--- config.mk ---
export PLATFORM = sky130hd
export DESIGN_NAME = cms_upd
export DESIGN_NICKNAME = d
export VERILOG_FILES = /design/src/count_min_sketch_defines.svh /design/src/cms_pkg.sv /design/src/cms_upd.sv
export SDC_FILE = /design/constraint.sdc
export NUM_CORES = 1
export LEC_CHECK = 0
export ABC_AREA = 1
export BUFFER_PORTS_ARGS = -buffer_cell sky130_fd_sc_hd__buf_4
export CORE_UTILIZATION = 50
export DETAILED_ROUTE_END_ITERATION = 12
export GPL_ROUTABILITY_DRIVEN = 1
export PLACE_DENSITY = 0.77
export SLEW_MARGIN = 25
export SYNTH_ARGS = -nofsm -noshare
export SYNTH_HDL_FRONTEND = slang
export SYNTH_SLANG_ARGS = --single-unit
--- constraint.sdc ---
create_clock -name vclk -period 15.4
set_clock_uncertainty 0.15 [all_clocks]
set_input_delay 0 -clock vclk [all_inputs]
set_output_delay 0 -clock vclk [all_outputs]
set_load 0.02 [all_outputs]
--- src/count_min_sketch_defines.svh ---
// ----------------------------------------------------------------------------
// count_min_sketch_defines
// Assertion macros shared by the count-min sketch RTL.
// ----------------------------------------------------------------------------
`ifndef COUNT_MIN_SKETCH_DEFINES_SVH
`define COUNT_MIN_SKETCH_DEFINES_SVH

`ifndef SYNTHESIS
// same-cycle implication, checked on every rising clk outside reset
`define CMS_ASSERT_IMP(lbl, ante, cons, msg) \
  lbl: assert property (@(posedge clk) disable iff (!rst_n) (ante) |-> (cons)) \
    else $error(msg);
// next-cycle implication
`define CMS_ASSERT_NXT(lbl, ante, cons, msg) \
  lbl: assert property (@(posedge clk) disable iff (!rst_n) (ante) |=> (cons)) \
    else $error(msg);
`else
`define CMS_ASSERT_IMP(lbl, ante, cons, msg)
`define CMS_ASSERT_NXT(lbl, ante, cons, msg)
`endif

`endif

--- src/cms_pkg.sv ---
// ----------------------------------------------------------------------------
// cms_pkg
// Shared constants, types and helpers of the count-min sketch.
// ----------------------------------------------------------------------------
`default_nettype none

package cms_pkg;

  localparam int CMS_ROWS_DEF       = 4;
  localparam int CMS_LOG2_COLS_DEF  = 10;
  localparam int BUCKET_FIELDS      = 4;
  localparam int BUCKET_W           = 10;
  localparam int CNT_W              = 32;
  localparam logic [CNT_W-1:0] CNT_MAX = {CNT_W{1'b1}};

  // configuration port
  localparam int CFG_IDX_W  = 1;
  localparam int CFG_DATA_W = 4;
  localparam int LW_W       = 4;
  localparam logic [CFG_IDX_W-1:0] REG_LOG2_WIDTH   = 1'b0;
  localparam logic [CFG_IDX_W-1:0] REG_CONSERVATIVE = 1'b1;
  localparam logic [LW_W-1:0]      LOG2_WIDTH_RST   = 4'd10;

  // request codes
  localparam logic REQ_QUERY  = 1'b0;
  localparam logic REQ_UPDATE = 1'b1;

  typedef struct packed {
    logic is_update;
    logic conservative;
  } upd_ctrl_t;

  function automatic logic [CNT_W-1:0] sat_inc(input logic [CNT_W-1:0] v);
    sat_inc = (v == CNT_MAX) ? CNT_MAX : v + CNT_W'(1);
  endfunction

endpackage

`default_nettype wire

--- src/cms_upd.sv ---
// ----------------------------------------------------------------------------
// cms_upd
// Minimum over the row counters and the write-back values of an update.
// ----------------------------------------------------------------------------
`default_nettype none

module cms_upd
  import cms_pkg::*;
#(
  parameter int N_ROWS = 4
) (
  input  wire upd_ctrl_t        ctrl,
  input  wire logic [CNT_W-1:0] rd_data  [N_ROWS],
  output logic      [CNT_W-1:0] estimate,
  output logic      [CNT_W-1:0] wr_data  [N_ROWS]
);

  logic [CNT_W-1:0] min_v;
  logic [CNT_W-1:0] target;

  always_comb begin
    min_v = CNT_MAX;
    for (int r = 0; r < N_ROWS; r++) begin
      if (rd_data[r] < min_v) begin
        min_v = rd_data[r];
      end
    end
  end

  assign target   = sat_inc(min_v);
  assign estimate = ctrl.is_update ? target : min_v;

  always_comb begin
    for (int r = 0; r < N_ROWS; r++) begin
      if (ctrl.conservative) begin
        wr_data[r] = (rd_data[r] > target) ? rd_data[r] : target;
      end else begin
        wr_data[r] = sat_inc(rd_data[r]);
      end
    end
  end

endmodule

`default_nettype wire
==> results.yml, run 1 <==
layout:
  design.seq.count: 0
  multi_input_comb_area_um2: 12000
  layout-drive-gt1-share_pct: 13.6
  final_area_um2: 16000
  stdcell_count: 3084
  final_util_pct: 58.9
  clock_buffers: 0
  fillers: 2821
  final_nets: 3064
  regArea_um2: 0
  area_growth_pct: 15.0
  final_common_cell: "nand2_1"
  layout_common_cells: "595 x nand2_1, 323 x o21ai_0, 314 x inv_1, 299 x buf_4, 221 x ha_1"
grt:
  grt_pass1_vias: 17000
  grt-ovfl-total: 0
  met1_usage_pct: 58.6
  grt_pass1_wl_um: 94500
  busiest_layer: "met2"
  antenna_found_initial: 1
  grt_max_degree: 120
  gr-usage-met2_pct: 65.7
  track_usage_pct: 41.9
  met3_usage_pct: 6.01
pwr:
  p_seq_share_pct: 0
  finalPower_mw: 1.71
  power_leakage_nw: 8.33
  comb_power_share_pct: 100.0
  p_int_mw: 0.551
  clockPowerShare_pct: 0
  power_density_nw_per_um2: 107
  p_sw_mw: 1.16
  ir_drop_v: 0.0000693
  netSwitchingFraction_pct: 67.8
timing:
  setup_viol: 0
  finalCritPeriodShare_pct: 80.4
  fmax_ghz: 0.0808
  min_period_ns: 12.38
  hold_viol: 0
  worst_slew_pin_slew_ns: 1.06
  setup-tns-final_ns: 0
  timing.final.max_slew_violations: 0
  slew_headroom_pct: 29.4
  rsz0062_at_grt: "no"
  setup_ws_ns: 3.02
  whs_ns: 0.280
synth:
  synth_compound_area_share_pct: 23.1
  syn_area_per_cell_um2: 5.52
  syn-cell-area_um2: 13900
  synth_top_family_by_area: "simple AND/OR/NAND/NOR gates"
  synthAdderAreaFrac_pct: 19.9
  syn_nets: 2864
  ys_types: 51
  synth_mux_area_share_pct: 0
  synth_cells: 2513
  yosys.area_share.xor_xnor_pct: 4.99
  ys_warn_count: 0
  synth-simple-area-share_pct: 38.6
  yosysSeqAreaShare_pct: 0
clock_tree:
  cts_setup_buffers: 0
  ctsHoldBuffers: 0
  cts_resized: 0
job:
  drv_cap: 0
setup_path:
  crit_type: "input pin to output pin"
  crit_slowest_cell: "nand2_1"
  cp_max_fo: 62
  cp_num_buf_inv: 9
  cp-end-kind: "output pin"
  start_kind: "input pin"
  critPathTopFamily: "simple AND/OR/NAND/NOR gates"
  cp_slowest_stage_delay_ns: 0.59
  cp.arrival_ns: 12.23
  crit_required_ns: 15.25
  cp_common_cell: "nand2_1"
placed_design:
  place_ws_ns: 2.56
  dp_cells: 3083
  dpl_cell_area_um2: 15900
  gp_congestion: 1.03
  dpl.hpwl_um: 50300
  port_buffers: 290
detailed_routing:
  drtPass1Iterations: 7
  drtIter0Drc: 2296
  drc: 0
  vias_per_cell: 6.15
  drt_wl_total_um: 61800
  ant_nets: 0
  wire_per_inst_um: 20.0
  vias: 19000
floorplanning:
  num_rows: 60
  fp.dieH_um: 169
  die_x_um: 169
  start_util_pct: 51.2
  core_area_um2: 27100
  io_pins: 290
  fp.dieArea_um2: 28400
status:
  status: "finished clean"
hold_path:
  hp-class: "input pin to output pin"
[synthesized netlist by cell type, types with 18 or more instances]
library cell / count / area, um^2
nand2_2: 23 / 144
o21ai_1: 74 / 370
buf_2: 18 / 90.1
nand2_1: 595 / 2230
a21oi_1: 99 / 495
xor2_1: 60 / 526
nand4_1: 108 / 676
o21ai_0: 323 / 1620
nor4_1: 27 / 169
nor2_1: 219 / 822
ha_1: 221 / 2770
nand3_1: 140 / 701
clkbuf_1: 51 / 191
a211oi_1: 19 / 143
inv_1: 315 / 1180
nor3_1: 46 / 230
xnor2_1: 19 / 166
[area by class of cell]
type	instances	area share, %
Antenna cell	1	0.0157
Multi-Input combinational cell	2090	75.4
Timing Repair Buffer	300	14.1
Tap cell	372	2.92
Inverter	321	7.57
[final timing paths]
| kind | startpoint | to | slack [ns] | cells after the start |
|---|---|---|---|---|
| worst max-delay path | rd_data[96] | wr_data[101] | 3.02 | 62 |
| worst min-delay path | rd_data[122] | wr_data[122] | 0.28 | 4 |
[cells by family (layout without fill, tap and decap cells)]
kind of cell,after synthesis,count (layout)
compound gates,589,589
xor+xnor,79,79
other cells,0,1
fa+ha+maj,221,221
buf+inv,423,621
simple gates,1201,1201
[metal layers]
| layer | routed length (um) | part of all wire, % | up-vias |
|---|---|---|---|
| met5 | 0 | 0 | - |
| met4 | 2330 | 3.8 | 0 |
| met3 | 7410 | 12 | 152 |
| met2 | 26000 | 42 | 1233 |
| met1 | 26000 | 42 | 8634 |
| li1 | - | - | 8959 |
[power groups by stage]
stage | combinational, mW | clock (mW) | sequential [mW]
2_1_floorplan | 1.08 | 0 | 0
3_3_place_gp | 1.62 | 0 | 0
3_5_place_dp | 1.65 | 0 | 0
4_1_cts | 1.66 | 0 | 0
5_1_grt | 1.86 | 0.00000000870 | 0
6_report | 1.71 | 0.00000000872 | 0
Power figures use the tool's default switching activity.
==> run 2, diff against run 1 <==
Settings changed: PLACE_DENSITY 0.77 to 0.8.
Clock period 15.4 ns to 10.8 ns, I/O delays scaled along.
==> results.yml, run 2 (synthesized netlist as in run 1, its figures left out) <==
layout:
  layout-drive-gt1-share_pct: 14.8
  design.seq.count: 0
  clock_buffers: 0
  final_util_pct: 60.1
  fillers: 2768
  final_nets: 3091
  area_growth_pct: 17.5
  final_common_cell: "nand2_1"
  regArea_um2: 0
  layout_common_cells: "595 x nand2_1, 321 x buf_4, 314 x o21ai_0, 310 x inv_1, 221 x ha_1"
detailed_routing:
  vias: 19100
  drtPass1Iterations: 6
  ant_nets: 0
  drtIter0Drc: 2264
  drt_wl_total_um: 60600
  vias_per_cell: 6.12
  wire_per_inst_um: 19.5
  drc: 0
setup_path:
  crit_type: "input pin to output pin"
  startpoint: "rd_data[113]"
  cp.arrival_ns: 10.09
  cp_slowest_stage_delay_ns: 0.34
  cp-end-kind: "output pin"
  crit_required_ns: 10.65
  cp_max_fo: 48
  endpoint: "wr_data[126]"
  start_kind: "input pin"
  cp_common_cell: "nand2_1"
  crit_slowest_cell: "ha_1"
grt:
  grt_pass1_wl_um: 92100
  track_usage_pct: 40.9
  grt_pass1_vias: 16900
  grt_max_degree: 86
  antenna_found_initial: 2
  grt-ovfl-total: 0
floorplanning:
  core_area_um2: 27100
  fp.dieH_um: 169
  fp.dieArea_um2: 28400
  io_pins: 290
  die_x_um: 169
  start_util_pct: 51.2
  num_rows: 60
timing:
  worst_slew_pin_slew_ns: 0.913
  finalCritPeriodShare_pct: 94.8
  min_period_ns: 10.24
  setup_ws_ns: 0.565
  hold_viol: 0
  setup-tns-final_ns: 0
  timing.final.max_slew_violations: 0
  whs_ns: 0.263
  setup_viol: 0
  slew_headroom_pct: 38.5
  fmax_ghz: 0.0977
pwr:
  power_leakage_nw: 8.46
  ir_drop_v: 0.0000977
  finalPower_mw: 2.52
  power_density_nw_per_um2: 154
placed_design:
  port_buffers: 290
  gp_congestion: 1.07
  dpl.hpwl_um: 50300
  place_ws_ns: 0.308
job:
  drv_cap: 0
clock_tree:
  ctsHoldBuffers: 0
status:
  status: "finished clean"
hold_path:
  hp-class: "input pin to output pin"
[run 2: cell types whose count changed in the layout (fill, tap and decap cells not counted), moves of 2 or more]
cell | previous run | this run
nor3_1 | 46 | 44
clkinvlp_4 | 0 | 4
o21ai_0 | 323 | 314
o21ai_1 | 74 | 82
nand2_8 | 0 | 2
inv_1 | 314 | 310
nand2_4 | 11 | 9
buf_4 | 299 | 321
nor3_2 | 0 | 2
nor4_2 | 0 | 2
nor4_1 | 27 | 24
buf_12 | 0 | 4
[run 2: through the flow]
stage / area, um^2 / cells
2_1_floorplan: 13900 / 2513
3_3_place_gp: 16200 / 3107
3_5_place_dp: 16200 / 3107
4_1_cts: 16200 / 3107
5_1_grt: 16300 / 3111
6_report: 16300 / 3112
[run 2: area by class of cell]
type / count / area (um^2) / share of cell area (%)
multi-input cells: 2090 / 12100 / 74.2
repair buffers: 327 / 2510 / 15.4
inverters: 321 / 1220 / 7.50
well taps: 372 / 465 / 2.86
diodes: 2 / 5.00 / 0.0307
[run 2: worst min-delay path by stage]
stage / start / end / cells after the start
after global routing: rd_data[122] / wr_data[122] / 4
after floorplan: rd_data[30] / wr_data[30] / 2
after detailed placement: rd_data[113] / wr_data[113] / 4
final: rd_data[122] / wr_data[122] / 4
after global placement: rd_data[122] / wr_data[122] / 4
after CTS: rd_data[113] / wr_data[113] / 4
[run 2: repair_timing]
action,in CTS,in global routing
endpoints found under the hold margin,0,0
setup buffers,0,3
endpoints found under the setup margin,0,128
gates resized for setup,0,27
[run 2: routing by layer]
| metal | track usage [%] | routed length [um] | part of all wire, % |
|---|---|---|---|
| met1 | 56.9 | 25000 | 41 |
| met2 | 64.7 | 25700 | 42 |
| met3 | 5.14 | 7380 | 12 |
| met4 | 13.9 | 2510 | 4.1 |
| met5 | 0 | 0 | 0 |
[run 2: power breakdown]
part / switching, mW / internal [mW] / leakage, nW / total [mW]
clock: 0 / 0.0000000248 / 0.0000127 / 0.0000000248
sequential: 0 / 0 / 0 / 0
combinational: 1.68 / 0.838 / 8.46 / 2.52
[run 2: critical path, delay by kind of cell]
family | cells | cell delay, ns
and+or+nand+nor | 36 | 4.23
AOI/OAI and AO/OA | 14 | 2.73
buffers and inverters | 12 | 2.13
adders and majority gates | 3 | 0.96
